`src/rtl/mzz_pkg.sv`:
```
`default_nettype none

package mzz_pkg;

  // Field widths fixed by the stream formats
  localparam int unsigned VALUE_W   = 32;
  localparam int unsigned POS_W     = 3;
  localparam int unsigned LIN_W     = 6;

  // Configuration register file
  localparam int unsigned CFG_W     = 4;
  localparam int unsigned CFG_IDX_W = 2;

  localparam logic [CFG_IDX_W-1:0] CFG_ROW_COUNT = CFG_IDX_W'(0);
  localparam logic [CFG_IDX_W-1:0] CFG_COL_COUNT = CFG_IDX_W'(1);

  localparam logic [CFG_W-1:0] CFG_DIM_RESET = CFG_W'(8);

  // Controller to datapath commands
  typedef struct packed {
    logic               wr_en;
    logic [LIN_W-1:0]   wr_addr;
    logic               rd_en;
    logic [POS_W-1:0]   row;
    logic [POS_W-1:0]   col;
    logic [CFG_W-1:0]   cols;
    logic               last;
  } cmd_t;

  // Datapath to controller status
  typedef struct packed {
    logic rd_ready;
  } sts_t;

endpackage

`default_nettype wire

```
`src/rtl/mzz_elem_if.sv`:
```
`default_nettype none

interface mzz_elem_if;
  logic                             valid;
  logic                             ready;
  logic [mzz_pkg::VALUE_W-1:0]      element_value;

  modport source (output valid, output element_value, input ready);
  modport sink   (input valid, input element_value, output ready);
endinterface

`default_nettype wire

```
`src/rtl/mzz_result_if.sv`:
```
`default_nettype none

interface mzz_result_if;
  logic                             valid;
  logic                             ready;
  logic [mzz_pkg::VALUE_W-1:0]      out_value;
  logic [mzz_pkg::POS_W-1:0]        out_row;
  logic [mzz_pkg::POS_W-1:0]        out_col;
  logic                             is_last;

  modport source (output valid, output out_value, output out_row, output out_col,
                  output is_last, input ready);
  modport sink   (input valid, input out_value, input out_row, input out_col,
                  input is_last, output ready);
endinterface

`default_nettype wire

```
`src/rtl/mzz_ctrl.sv`:
```
`default_nettype none

module mzz_ctrl #(
  parameter int unsigned MAX_DIM = 8
) (
  input  wire logic                          clk_i,
  input  wire logic                          rst_ni,
  input  wire logic                          cfg_we_i,
  input  wire logic [mzz_pkg::CFG_IDX_W-1:0] cfg_index_i,
  input  wire logic [mzz_pkg::CFG_W-1:0]     cfg_wdata_i,
  input  wire logic                          in_valid_i,
  output      logic                          in_ready_o,
  output      mzz_pkg::cmd_t                 cmd_o,
  input  wire mzz_pkg::sts_t                 sts_i
);

  localparam int unsigned CNT_W = $clog2(MAX_DIM * MAX_DIM + 1);
  localparam logic [mzz_pkg::CFG_W-1:0] MAX_DIM_C = mzz_pkg::CFG_W'(MAX_DIM);

  typedef enum logic {
    ST_LOAD,
    ST_SCAN
  } state_e;

  state_e                         state_q;
  logic [mzz_pkg::CFG_W-1:0]      row_cnt_q;
  logic [mzz_pkg::CFG_W-1:0]      col_cnt_q;
  logic [CNT_W-1:0]               load_cnt_q;
  logic [mzz_pkg::POS_W-1:0]      r_q;
  logic [mzz_pkg::POS_W-1:0]      c_q;
  logic                           odd_q;
  logic [CNT_W-1:0]               k_q;

  logic [mzz_pkg::CFG_W-1:0]      rows_w;
  logic [mzz_pkg::CFG_W-1:0]      cols_w;
  logic [mzz_pkg::POS_W-1:0]      row_end;
  logic [mzz_pkg::POS_W-1:0]      col_end;
  logic [CNT_W-1:0]               total_w;
  logic                           load_done;
  logic                           scan_last;
  logic                           issue;
  logic [mzz_pkg::POS_W-1:0]      r_d;
  logic [mzz_pkg::POS_W-1:0]      c_d;
  logic                           odd_d;

  // Clamp dimensions into 1..MAX_DIM
  assign rows_w = (row_cnt_q == '0) ? mzz_pkg::CFG_W'(1) :
                  (row_cnt_q > MAX_DIM_C) ? MAX_DIM_C : row_cnt_q;
  assign cols_w = (col_cnt_q == '0) ? mzz_pkg::CFG_W'(1) :
                  (col_cnt_q > MAX_DIM_C) ? MAX_DIM_C : col_cnt_q;
  assign row_end = mzz_pkg::POS_W'(rows_w - mzz_pkg::CFG_W'(1));
  assign col_end = mzz_pkg::POS_W'(cols_w - mzz_pkg::CFG_W'(1));
  assign total_w = CNT_W'(rows_w) * CNT_W'(cols_w);

  assign in_ready_o = (state_q == ST_LOAD);
  assign load_done  = (load_cnt_q + CNT_W'(1)) == total_w;
  assign scan_last  = (k_q == total_w - CNT_W'(1));
  assign issue      = (state_q == ST_SCAN) && sts_i.rd_ready;

  // Step to the next zigzag position
  always_comb begin
    r_d   = r_q;
    c_d   = c_q;
    odd_d = odd_q;
    if (!odd_q) begin
      if (c_q == col_end) begin
        r_d   = r_q + mzz_pkg::POS_W'(1);
        odd_d = 1'b1;
      end else if (r_q == '0) begin
        c_d   = c_q + mzz_pkg::POS_W'(1);
        odd_d = 1'b1;
      end else begin
        r_d = r_q - mzz_pkg::POS_W'(1);
        c_d = c_q + mzz_pkg::POS_W'(1);
      end
    end else begin
      if (r_q == row_end) begin
        c_d   = c_q + mzz_pkg::POS_W'(1);
        odd_d = 1'b0;
      end else if (c_q == '0) begin
        r_d   = r_q + mzz_pkg::POS_W'(1);
        odd_d = 1'b0;
      end else begin
        r_d = r_q + mzz_pkg::POS_W'(1);
        c_d = c_q - mzz_pkg::POS_W'(1);
      end
    end
  end

  // Drive datapath commands
  always_comb begin
    cmd_o         = '0;
    cmd_o.wr_en   = in_valid_i && in_ready_o;
    cmd_o.wr_addr = mzz_pkg::LIN_W'(load_cnt_q);
    cmd_o.rd_en   = issue;
    cmd_o.row     = r_q;
    cmd_o.col     = c_q;
    cmd_o.cols    = cols_w;
    cmd_o.last    = scan_last;
  end

  // Sequence loading and scanning
  always_ff @(posedge clk_i or negedge rst_ni) begin
    if (!rst_ni) begin
      state_q    <= ST_LOAD;
      row_cnt_q  <= mzz_pkg::CFG_DIM_RESET;
      col_cnt_q  <= mzz_pkg::CFG_DIM_RESET;
      load_cnt_q <= '0;
      r_q        <= '0;
      c_q        <= '0;
      odd_q      <= 1'b0;
      k_q        <= '0;
    end else begin
      case (state_q)
        ST_LOAD: begin
          if (in_valid_i) begin
            if (load_done) begin
              load_cnt_q <= '0;
              state_q    <= ST_SCAN;
              r_q        <= '0;
              c_q        <= '0;
              odd_q      <= 1'b0;
              k_q        <= '0;
            end else begin
              load_cnt_q <= load_cnt_q + CNT_W'(1);
            end
          end
        end
        ST_SCAN: begin
          if (issue) begin
            if (scan_last) begin
              state_q <= ST_LOAD;
            end else begin
              r_q   <= r_d;
              c_q   <= c_d;
              odd_q <= odd_d;
              k_q   <= k_q + CNT_W'(1);
            end
          end
        end
        default: begin
          state_q <= ST_LOAD;
        end
      endcase

      // Any register write drops a partly loaded matrix
      if (cfg_we_i) begin
        case (cfg_index_i)
          mzz_pkg::CFG_ROW_COUNT: row_cnt_q <= cfg_wdata_i;
          mzz_pkg::CFG_COL_COUNT: col_cnt_q <= cfg_wdata_i;
          default: ;
        endcase
        load_cnt_q <= '0;
      end
    end
  end

  a_load_below_total: assert property (@(posedge clk_i) disable iff (!rst_ni)
    (state_q == ST_LOAD) |-> (load_cnt_q < total_w))
    else $error("load count reached matrix size while loading");

  a_last_returns_load: assert property (@(posedge clk_i) disable iff (!rst_ni)
    (cmd_o.rd_en && cmd_o.last && !cfg_we_i) |=> (state_q == ST_LOAD && load_cnt_q == '0))
    else $error("scan did not return to loading after final element");

  a_scan_in_bounds: assert property (@(posedge clk_i) disable iff (!rst_ni)
    (state_q == ST_SCAN) |-> ((r_q <= row_end) && (c_q <= col_end)))
    else $error("scan position outside matrix");

endmodule

`default_nettype wire

```
`src/rtl/mzz_datapath.sv`:
```
`default_nettype none

module mzz_datapath #(
  parameter int unsigned MAX_DIM    = 8,
  parameter int unsigned DATA_WIDTH = 32
) (
  input  wire logic                         clk_i,
  input  wire logic                         rst_ni,
  input  wire logic [mzz_pkg::VALUE_W-1:0]  element_value_i,
  input  wire mzz_pkg::cmd_t                cmd_i,
  output      mzz_pkg::sts_t                sts_o,
  mzz_result_if.source                      out_o
);

  localparam int unsigned DEPTH   = MAX_DIM * MAX_DIM;
  localparam int unsigned ADDR_W  = (DEPTH > 1) ? $clog2(DEPTH) : 1;
  localparam int unsigned STORE_W = (DATA_WIDTH < mzz_pkg::VALUE_W) ?
                                    DATA_WIDTH : mzz_pkg::VALUE_W;

  logic [STORE_W-1:0]              mem [DEPTH];

  logic [mzz_pkg::LIN_W-1:0]       rd_lin;
  logic [ADDR_W-1:0]               rd_addr;
  logic [ADDR_W-1:0]               wr_addr;

  logic                            s1_v_q;
  logic [STORE_W-1:0]              s1_data_q;
  logic [mzz_pkg::POS_W-1:0]       s1_row_q;
  logic [mzz_pkg::POS_W-1:0]       s1_col_q;
  logic                            s1_last_q;
  logic                            s1_adv;

  logic                            out_v_q;
  logic [mzz_pkg::VALUE_W-1:0]     out_value_q;
  logic [mzz_pkg::POS_W-1:0]       out_row_q;
  logic [mzz_pkg::POS_W-1:0]       out_col_q;
  logic                            out_last_q;

  // Row-major address of the scan position
  assign rd_lin  = mzz_pkg::LIN_W'(cmd_i.row) * mzz_pkg::LIN_W'(cmd_i.cols)
                 + mzz_pkg::LIN_W'(cmd_i.col);
  assign rd_addr = rd_lin[ADDR_W-1:0];
  assign wr_addr = cmd_i.wr_addr[ADDR_W-1:0];

  assign s1_adv         = s1_v_q && (!out_v_q || out_o.ready);
  assign sts_o.rd_ready = !s1_v_q || s1_adv;

  // Element buffer with registered read
  always_ff @(posedge clk_i) begin
    if (cmd_i.wr_en) begin
      mem[wr_addr] <= element_value_i[STORE_W-1:0];
    end
    if (cmd_i.rd_en) begin
      s1_data_q <= mem[rd_addr];
      s1_row_q  <= cmd_i.row;
      s1_col_q  <= cmd_i.col;
      s1_last_q <= cmd_i.last;
    end
  end

  // Track read stage occupancy
  always_ff @(posedge clk_i or negedge rst_ni) begin
    if (!rst_ni) begin
      s1_v_q <= 1'b0;
    end else if (cmd_i.rd_en) begin
      s1_v_q <= 1'b1;
    end else if (s1_adv) begin
      s1_v_q <= 1'b0;
    end
  end

  // Output register: hold while stalled, advance when taken
  always_ff @(posedge clk_i or negedge rst_ni) begin
    if (!rst_ni) begin
      out_v_q <= 1'b0;
    end else if (!out_v_q || out_o.ready) begin
      out_v_q <= s1_v_q;
    end
  end

  always_ff @(posedge clk_i) begin
    if (s1_adv) begin
      out_value_q <= mzz_pkg::VALUE_W'($signed(s1_data_q));
      out_row_q   <= s1_row_q;
      out_col_q   <= s1_col_q;
      out_last_q  <= s1_last_q;
    end
  end

  assign out_o.valid     = out_v_q;
  assign out_o.out_value = out_value_q;
  assign out_o.out_row   = out_row_q;
  assign out_o.out_col   = out_col_q;
  assign out_o.is_last   = out_last_q;

  a_no_read_when_full: assert property (@(posedge clk_i) disable iff (!rst_ni)
    (s1_v_q && out_v_q && !out_o.ready) |-> !cmd_i.rd_en)
    else $error("buffer read issued into a full pipeline");

  a_no_load_while_draining: assert property (@(posedge clk_i) disable iff (!rst_ni)
    (cmd_i.wr_en) |-> !cmd_i.rd_en)
    else $error("element write overlaps scan read");

endmodule

`default_nettype wire

```
`src/rtl/matrix_zigzag_reorder_core.sv`:
```
`default_nettype none

// Elements are taken only while no matrix is being scanned; results of the previous matrix
// may still drain while the next one loads. Each zigzag read passes the buffer read stage
// and then the output register, giving one result per cycle while the receiver holds ready.
// Loading of the next matrix starts once the last read issues.
// Reset clears control state and sets both dimensions to 8; buffer contents stay undefined.
module matrix_zigzag_reorder_core #(
  parameter int unsigned MAX_DIM    = 8,
  parameter int unsigned DATA_WIDTH = 32
) (
  input  wire logic                          clk_i,
  input  wire logic                          rst_ni,
  input  wire logic                          cfg_we_i,
  input  wire logic [mzz_pkg::CFG_IDX_W-1:0] cfg_index_i,
  input  wire logic [mzz_pkg::CFG_W-1:0]     cfg_wdata_i,
  mzz_elem_if.sink                           elem_in_i,
  mzz_result_if.source                       elem_out_o
);

  mzz_pkg::cmd_t cmd;
  mzz_pkg::sts_t sts;
  logic          in_ready;

  assign elem_in_i.ready = in_ready;

  mzz_ctrl #(
    .MAX_DIM (MAX_DIM)
  ) u_ctrl (
    .clk_i       (clk_i),
    .rst_ni      (rst_ni),
    .cfg_we_i    (cfg_we_i),
    .cfg_index_i (cfg_index_i),
    .cfg_wdata_i (cfg_wdata_i),
    .in_valid_i  (elem_in_i.valid),
    .in_ready_o  (in_ready),
    .cmd_o       (cmd),
    .sts_i       (sts)
  );

  mzz_datapath #(
    .MAX_DIM    (MAX_DIM),
    .DATA_WIDTH (DATA_WIDTH)
  ) u_datapath (
    .clk_i           (clk_i),
    .rst_ni          (rst_ni),
    .element_value_i (elem_in_i.element_value),
    .cmd_i           (cmd),
    .sts_o           (sts),
    .out_o           (elem_out_o)
  );

endmodule

`default_nettype wire

```
`src/flat_wrapper.sv`:
```
// flat-port wrapper written by rule: the top's interface ports become plain ports
module matrix_zigzag_reorder_core_flat 
#(
  parameter int unsigned MAX_DIM    = 8,
  parameter int unsigned DATA_WIDTH = 32
)
  (clk_i, rst_ni, cfg_we_i, cfg_index_i, cfg_wdata_i, elem_in_i_valid, elem_in_i_element_value, elem_in_i_ready, elem_out_o_valid, elem_out_o_out_value, elem_out_o_out_row, elem_out_o_out_col, elem_out_o_is_last, elem_out_o_ready);
  mzz_elem_if elem_in_i_i ();
  mzz_result_if elem_out_o_i ();
  input  wire logic clk_i;
  input  wire logic rst_ni;
  input  wire logic cfg_we_i;
  input  wire logic [mzz_pkg::CFG_IDX_W-1:0] cfg_index_i;
  input  wire logic [mzz_pkg::CFG_W-1:0] cfg_wdata_i;
  input wire logic [$bits(elem_in_i_i.valid)-1:0] elem_in_i_valid;
  input wire logic [$bits(elem_in_i_i.element_value)-1:0] elem_in_i_element_value;
  output wire logic [$bits(elem_in_i_i.ready)-1:0] elem_in_i_ready;
  output wire logic [$bits(elem_out_o_i.valid)-1:0] elem_out_o_valid;
  output wire logic [$bits(elem_out_o_i.out_value)-1:0] elem_out_o_out_value;
  output wire logic [$bits(elem_out_o_i.out_row)-1:0] elem_out_o_out_row;
  output wire logic [$bits(elem_out_o_i.out_col)-1:0] elem_out_o_out_col;
  output wire logic [$bits(elem_out_o_i.is_last)-1:0] elem_out_o_is_last;
  input wire logic [$bits(elem_out_o_i.ready)-1:0] elem_out_o_ready;
  assign elem_in_i_i.valid = elem_in_i_valid;
  assign elem_in_i_i.element_value = elem_in_i_element_value;
  assign elem_in_i_ready = elem_in_i_i.ready;
  assign elem_out_o_valid = elem_out_o_i.valid;
  assign elem_out_o_out_value = elem_out_o_i.out_value;
  assign elem_out_o_out_row = elem_out_o_i.out_row;
  assign elem_out_o_out_col = elem_out_o_i.out_col;
  assign elem_out_o_is_last = elem_out_o_i.is_last;
  assign elem_out_o_i.ready = elem_out_o_ready;
  matrix_zigzag_reorder_core #(.MAX_DIM(MAX_DIM), .DATA_WIDTH(DATA_WIDTH)) u_core (.clk_i(clk_i), .rst_ni(rst_ni), .cfg_we_i(cfg_we_i), .cfg_index_i(cfg_index_i), .cfg_wdata_i(cfg_wdata_i), .elem_in_i(elem_in_i_i), .elem_out_o(elem_out_o_i));
endmodule
```
`config.mk`:
```
export PLATFORM = sky130hd
export DESIGN_NAME = matrix_zigzag_reorder_core_flat
export DESIGN_NICKNAME = d
export VERILOG_FILES = /design/src/rtl/mzz_pkg.sv /design/src/rtl/mzz_elem_if.sv /design/src/rtl/mzz_result_if.sv /design/src/rtl/mzz_ctrl.sv /design/src/rtl/mzz_datapath.sv /design/src/rtl/matrix_zigzag_reorder_core.sv /design/src/flat_wrapper.sv
export SDC_FILE = /design/constraint.sdc
export NUM_CORES = 2
export LEC_CHECK = 0
export ABC_CLOCK_PERIOD_IN_PS = 4000
export BUFFER_PORTS_ARGS = -buffer_cell sky130_fd_sc_hd__buf_2
export CAP_MARGIN = 0
export CORE_ASPECT_RATIO = 0.7
export CORE_MARGIN = 1
export CORE_UTILIZATION = 57
export CTS_CLUSTER_SIZE = 16
export DETAILED_ROUTE_END_ITERATION = 8
export PLACE_DENSITY_LB_ADDON = 0.1
export SLEW_MARGIN = 15
export SYNTH_ARGS = -nofsm -noshare
export SYNTH_HDL_FRONTEND = slang
export SYNTH_HIERARCHICAL = 1
export SYNTH_SLANG_ARGS = --single-unit
```
`constraint.sdc`:
```
create_clock -name clk_i -period 4 [get_ports clk_i]
set_input_delay 0.8 -clock clk_i [delete_from_list [all_inputs] [get_ports clk_i]]
set_output_delay 0.8 -clock clk_i [all_outputs]
set_load 0.02 [all_outputs]
```
After elaboration in Yosys (flattened, before gate mapping)

Memory sizes are Yosys's and may differ from the RTL's. A register that Yosys moved wholly into a read port is not among the register bits.
Index checks and enable logic that the tools add are counted.

Magnitude comparators: 2
Add/subtract/negate cells: 10
Mux-type cells: 48
Reduce and logical (&&, ||, !) cells: 20
Bitwise operators: 1
$mul: 2
Eq/ne operators: 14

Operator list:

| cell                                             | number |
|---|---|
| 2-to-1 mux 7 bit                                 | 8 |
| 2-to-1 mux 3 bit                                 | 14 |
| 2-to-1 mux 1 bit                                 | 17 |
| 2-to-1 mux 4 bit                                 | 4 |
| adder 7 x 1 -> 7 bit, second input constant      | 2 |
| equality test 7 bit                              | 2 |
| one-hot mux 7 bit (2 select lines)               | 1 |
| one-hot mux 3 bit (2 select lines)               | 2 |
| AND reduction 6 bit                              | 2 |
| subtractor 3 x 1 -> 3 bit, second input constant | 4 |
| > comparator 4 bit, second input constant        | 2 |
| zero test 4 bit                                  | 2 |
| != test 4 bit, second input constant             | 2 |
| multiplier 4 x 4 -> 7 bit                        | 1 |
| subtractor 7 x 1 -> 7 bit, second input constant | 1 |
| adder 3 x 1 -> 3 bit, second input constant      | 2 |
| adder 6 x 3 -> 6 bit                             | 1 |
| equality test 3 bit                              | 2 |
| zero test 3 bit                                  | 2 |
| multiplier 3 x 4 -> 6 bit                        | 1 |
| != test 2 bit, second input constant             | 3 |
| != test 3 bit, second input constant             | 2 |
| AND reduction 2 bit                              | 3 |
| != test 2 x 1 -> 1 bit, second input constant    | 2 |
| other kinds (9)                                  | 15 |

Input bits: 43
Output and inout port bits: 41
Logic and storage cells: 115
Memories kept: 1
Flip-flop bits (word level): 78
Bits in writable memories: 2,048

Memory list:

| memory                | depth | bits a word | read ports | clocked after memory_dff | write ports | RTL line           | source |
|---|---|---|---|---|---|---|---|
| u_core.u_datapath.mem | 64    | 32          | 1          | 1                        | 1           | mzz_datapath.sv:20 | `logic [STORE_W-1:0] mem [DEPTH];` |

Logic depth before layout (Yosys ltp)

Word-level depth: 10
Mapped depth: 18
Depth with buffers taken out: 15

Cells and area by module

Netlist, hierarchy kept.

Modules (own cells, without submodules):

| module       | cells each | times used | sequential area each (µm²) | area an instance (µm²) |
|---|---|---|---|---|
| mzz_datapath | 3,469      | 1          | 63,891.3                   | 80,254.5 |
| mzz_ctrl     | 274        | 1          | 753.2                      | 2,616.3 |

Least setup slack after synthesis

OpenSTA, ideal clock, no wires.

Path kind: reg-to-reg
Start point: register u_core/u_ctrl/row_cnt_q[3] (netlist bit)
End point: register u_core/u_ctrl/c_q[1] (netlist bit)
Stages on the path, launching flop included: 17
Library setup time: 0.135 ns
Clock period less this slack: 4.201 ns
Arrival time: 4.066 ns
Required time: 3.865 ns
Buffers on the path: 1
Slack: -0.201 ns
Cells stage by stage: dfstp_2 inv_1 nand2_1 nor2_1 fa_1 inv_1 fa_1 inv_1 fa_1 xor2_1 xnor2_1 xnor2_1 nor3_1 nand4_1 clkbuf_1 a22oi_1 o32ai_1

Longest elaborated chain between the ends: 10
Elaborated cells between the ends (all ways): 19
Those cells by class: add/sub (2); mul (1); order compare (1); eq/ne (6); mux (7); reduce/logical (2)

RTL lines:

| item                                                                              | RTL line        | source |
|---|---|---|
| from (decl)                                                                       | mzz_ctrl.sv:26  | `logic [mzz_pkg::CFG_W-1:0] row_cnt_q;` |
| from (signal assigned)                                                            | mzz_ctrl.sv:106 | `row_cnt_q <= mzz_pkg::CFG_DIM_RESET;` |
| from (signal assigned)                                                            | mzz_ctrl.sv:149 | `mzz_pkg::CFG_ROW_COUNT: row_cnt_q <= cfg_wdata_i;` |
| > comparator 4 bit                                                                | mzz_ctrl.sv:48  | `(row_cnt_q > MAX_DIM_C) ? MAX_DIM_C : row_cnt_q;` |
| 2-to-1 mux 4 bit                                                                  | mzz_ctrl.sv:48  |  |
| 2-to-1 mux 4 bit (*)                                                              | mzz_ctrl.sv:47  | `assign rows_w = (row_cnt_q == '0) ? mzz_pkg::CFG_W'(1) :` |
| parallel branches: the longest is 7 deep, another holds multiplier 4 x 4 -> 7 bit | n/a             |  |
| to (signal assigned)                                                              | mzz_ctrl.sv:110 | `c_q <= '0;` |
| to (signal assigned)                                                              | mzz_ctrl.sv:121 | `c_q <= '0;` |
| to (signal assigned)                                                              | mzz_ctrl.sv:135 | `c_q <= c_d;` |
| to (decl)                                                                         | mzz_ctrl.sv:30  | `logic [mzz_pkg::POS_W-1:0] c_q;` |

Mark *: on every way between the ends. The select of a mux whose other input is x is not followed.
A chain may end at the register's enable or synchronous reset.

==> metrics.md <==
| Metric | Value |
|---|---|
| Run status | finished, violations left |
| Failing checks | negative setup slack |
| DP Area | 89220 µm² |
| Synthesis warning total | 6 |
| Design Power | 0.08232 W |
| Synth Area in Compound Gates | 0.03390 |
| Post-DP HPWL | 124800 µm |
| Clock latency on the worst-skew pair | 0.84 ns |
| Worst Path Required | 4.58 ns |
| IO Pins | 84 |
| Worst Setup Path Type | reg2reg |
| Worst EP arrival | 5.28 ns |
| CTS tree | done |
| Tmin final | 4.700 ns |
| Pin count of the biggest net entering global routing | 65 |
| Site row count | 116 |
| RSZ-0062 raised after global routing | true |
| Max VDD drop | 0.0005995 V |
| Post-layout worst setup margin | -0.7001 ns |
| Total GRT Usage | 0.3031 |
| First-pass GRT wire length | 310700 µm |
| Endpoints failing hold | 0 |
| # hold bufs at CTS | 0 |
| Pwr Density | 843.5 nW/µm² |
| Synth cell types | 63 |
| Longest Clk Path Bufs | 3 |
| Worst Setup Start Kind | register |
| Post-synth ARST share | 0.01483 |
| Synth top area share | 0.7704 |
| CTS HTree Levels | 4 |
| Top cells by area, synth | edfxtp_1, mux4_2, a22oi_1 |
| Input/output buffers | 83 |
| Most frequent cell after synthesis | edfxtp_1 |
| Worst slack at placement | -1.307 ns |
| Via count | 42520 |
| Top_reg_cell synth | edfxtp_1 |
| Synth Area in XOR/XNOR | 0.004635 |
| Vias in the first global route | 42620 |
| CP max FO | 8 |
| Largest area contributor in the netlist | edfxtp_1 |
| Sequential fraction of the synthesis area | 0.7801 |
| Top post-synthesis cells by count | edfxtp_1, mux4_2, a22oi_1 |
| Setup_tns | -21.99 ns |
| Clk sinks | 2158 |
| R2R Setup Slk | -0.70 ns |
| Slew @ Worst Pin | 1.177 ns |
| CP endpoint kind | register |
| Worst hold path type | in2async |
| First drt pass iteration count | 5 |
| Slew margin rel. | 0.2154 |
| Final instance area | 97590 µm² |
| Syn nets | 3825 |
| Main combinational cell family by area after synthesis | multiplexers |
| Die Span Y | 321.0 µm |
| Fmax | 0.2128 GHz |
| Die X | 457.7 µm |
| Iter 0 DRT Violations | 5304 |
| Antenna Nets Post-Route | 0 |
| Max cap viols | 0 |
| Fill count | 8659 |
| DR vias/cell | 6.758 |
| Clock Skews | 0.03753 ns |
| Number of synthesized flops with an enable pin | 2126 |
| Fin. max-slew vios | 0 |
| Syn Inst Count | 3743 |
| Final setup vio count | 54 |
| Share of cells above drive strength 1 | 0.3681 |
| DRC | 0 |
| TritonCTS Buffers | 189 |
| Mux cell area share after synthesis | 0.1423 |
| CTS root buffer | clkbuf_16 |
| Post-Synth Adder-Cell Area | 0.006613 |
| Layout area overhead | 17.77% |
| Drt total wl | 219500 µm |
| Std-Cell Core Area | 143500 µm² |
| Initial Util | 0.5773 |
| Clock-pin slew of the registers on the worst-case setup and hold paths | 0.07 ns |
| Fin util | 0.6799 |
| GR Overflow Total | 0 |
| FF+latch count, synth | 2158 |
| Synth Cell Area | 82870 µm² |
| GPL Wtd Cong | 0.8477 |
| WL per Instance | 34.89 µm |
| Fin crit share | 1.175 |
| Initial antenna violation count | 14 |
| Nets | 4320 |
| Static Leakage | 31.37 nW |
| Mean Syn Cell Area | 22.14 µm² |
| Simple-gate share of the synthesized area | 0.01933 |
| Die area | 146900 µm² |
path summary, 6_finish.rpt:
kind,start,to,depth (start not counted)
worst max-delay path,u_core/u_ctrl/col_cnt_q[1]$_DFFE_PN0P_,u_core/u_datapath/s1_data_q[18]$_DFFE_PP_,18
worst min-delay path,rst_ni,u_core/u_ctrl/row_cnt_q[2]$_DFFE_PN0P_,1
worst max register to register,u_core/u_ctrl/col_cnt_q[1]$_DFFE_PN0P_,u_core/u_datapath/s1_data_q[18]$_DFFE_PP_,18
worst min register to register,u_core/u_datapath/s1_data_q[10]$_DFFE_PP_,u_core/u_datapath/out_o.out_value[10]$_DFFE_PP_,0
max in group asynchronous,rst_ni,u_core/u_ctrl/k_q[1]$_DFFE_PN0P_,1
min in group clk_i,cfg_wdata_i[2],u_core/u_ctrl/row_cnt_q[2]$_DFFE_PN0P_,2
final cells by class:
class	count	area, µm²	share of cell area
Multi-Input combinational cell	1358	18930	0.1939
Clock buffer	233	5051	0.05176
Timing Repair Buffer	507	5587	0.05724
Tap cell	1888	2362	0.02421
Clock inverter	113	904.6	0.009269
Inverter	24	92.59	0.0009487
Antenna cell	10	25.02	0.0002564
Sequential cell	2158	64640	0.6624
sequential cells by signal (all words and copies together) (netlist names):
register,cells
u_core/u_datapath/out_o.out_row,3
u_core/u_datapath/out_o.out_value,32
u_core/u_datapath/out_o.out_col,3
u_core/u_ctrl/row_cnt_q,4
u_core/u_ctrl/odd_q,1
u_core/u_ctrl/state_q,1
u_core/u_datapath/s1_row_q,3
u_core/u_datapath/s1_col_q,3
u_core/u_datapath/s1_v_q,1
u_core/u_datapath/out_o.valid,1
u_core/u_ctrl/load_cnt_q,7
u_core/u_ctrl/k_q,7
u_core/u_ctrl/r_q,3
u_core/u_ctrl/col_cnt_q,4
u_core/u_ctrl/c_q,3
u_core/u_datapath/s1_last_q,1
u_core/u_datapath/s1_data_q,32
u_core/u_datapath/mem,2048
u_core/u_datapath/out_o.is_last,1
logic make-up after synthesis:
family | after synthesis
mux | 537
buf+inv | 227
xor+xnor | 39
compound gates | 376
simple gates | 367
flops | 2158
fa+ha+maj | 39
what timing repair did:
item / 4_1_cts / 5_1_grt
resized for setup: 207 / 120
pin swaps: 52 / 81
setup endpoints to repair: 54 / 54
gates cloned: 7 / 8
setup buffers: 40 / 22
report_power, final:
part	internal (W)	switching, W
Clock	0.00968	0.00807
Sequential	0.0259	0.000733
Combinational	0.0178	0.0201
Total	0.0534	0.0289
stage by stage:
stage / cells / hold WS (ns)
final: 6291 / 0.05379
after global routing: 6281 / 0.09997
after global placement: 5864 / 0.4042
after detailed placement: 5864 / 0.4072
after floorplan: 3743 / 0.4003
after CTS: 6255 / 0.03934
per-layer routing:
metal / vias to the layer above / part of all wire / global-route usage
met2: 2516 / 0.46 / 0.4504
met3: 309 / 0.12 / 0.07242
met1: 22850 / 0.40 / 0.4585
met5: - / 0.00026 / 0
met4: 10 / 0.023 / 0.07737
li1: 16830 / - / -
cells in the final DEF (no fill, tap or decap), drive strengths merged, types with 5 or more instances in the layout:
master | synthesis | final
bufinv | 0 | 11
a31oi | 5 | 5
o22ai | 9 | 9
diode | 0 | 10
a21oi | 20 | 20
mux2i | 17 | 17
edfxtp | 2126 | 2126
nor3 | 11 | 11
dfrtp | 30 | 30
nor2 | 87 | 87
mux2 | 8 | 8
clkinv | 0 | 91
a22oi | 305 | 305
nand3 | 19 | 19
ha | 31 | 31
xor2 | 14 | 14
and2 | 14 | 14
o21ai | 8 | 8
fa | 8 | 8
clkbuf | 91 | 239
nand2 | 192 | 192
mux4 | 512 | 512
inv | 24 | 31
nand2b | 12 | 12
nor2b | 9 | 9
buf | 112 | 500
xnor2 | 22 | 22
critical path, stage by stage (launching register included):
cell and delay [ns]:
dfrtp_1 0.39, o21bai_2 0.17, and2_4 0.17, nand2_2 0.06, fa_1 0.50, inv_1 0.06
fa_1 0.53, inv_2 0.05, fa_4 0.82, buf_12 0.14, buf_12 0.13, buf_12 0.16
buf_12 0.15, mux4_2 0.30, a22oi_2 0.24, nand2_1 0.11, a22oi_2 0.21, buf_4 0.17
nand2_1 0.05
Power figures use the tool's default switching activity.
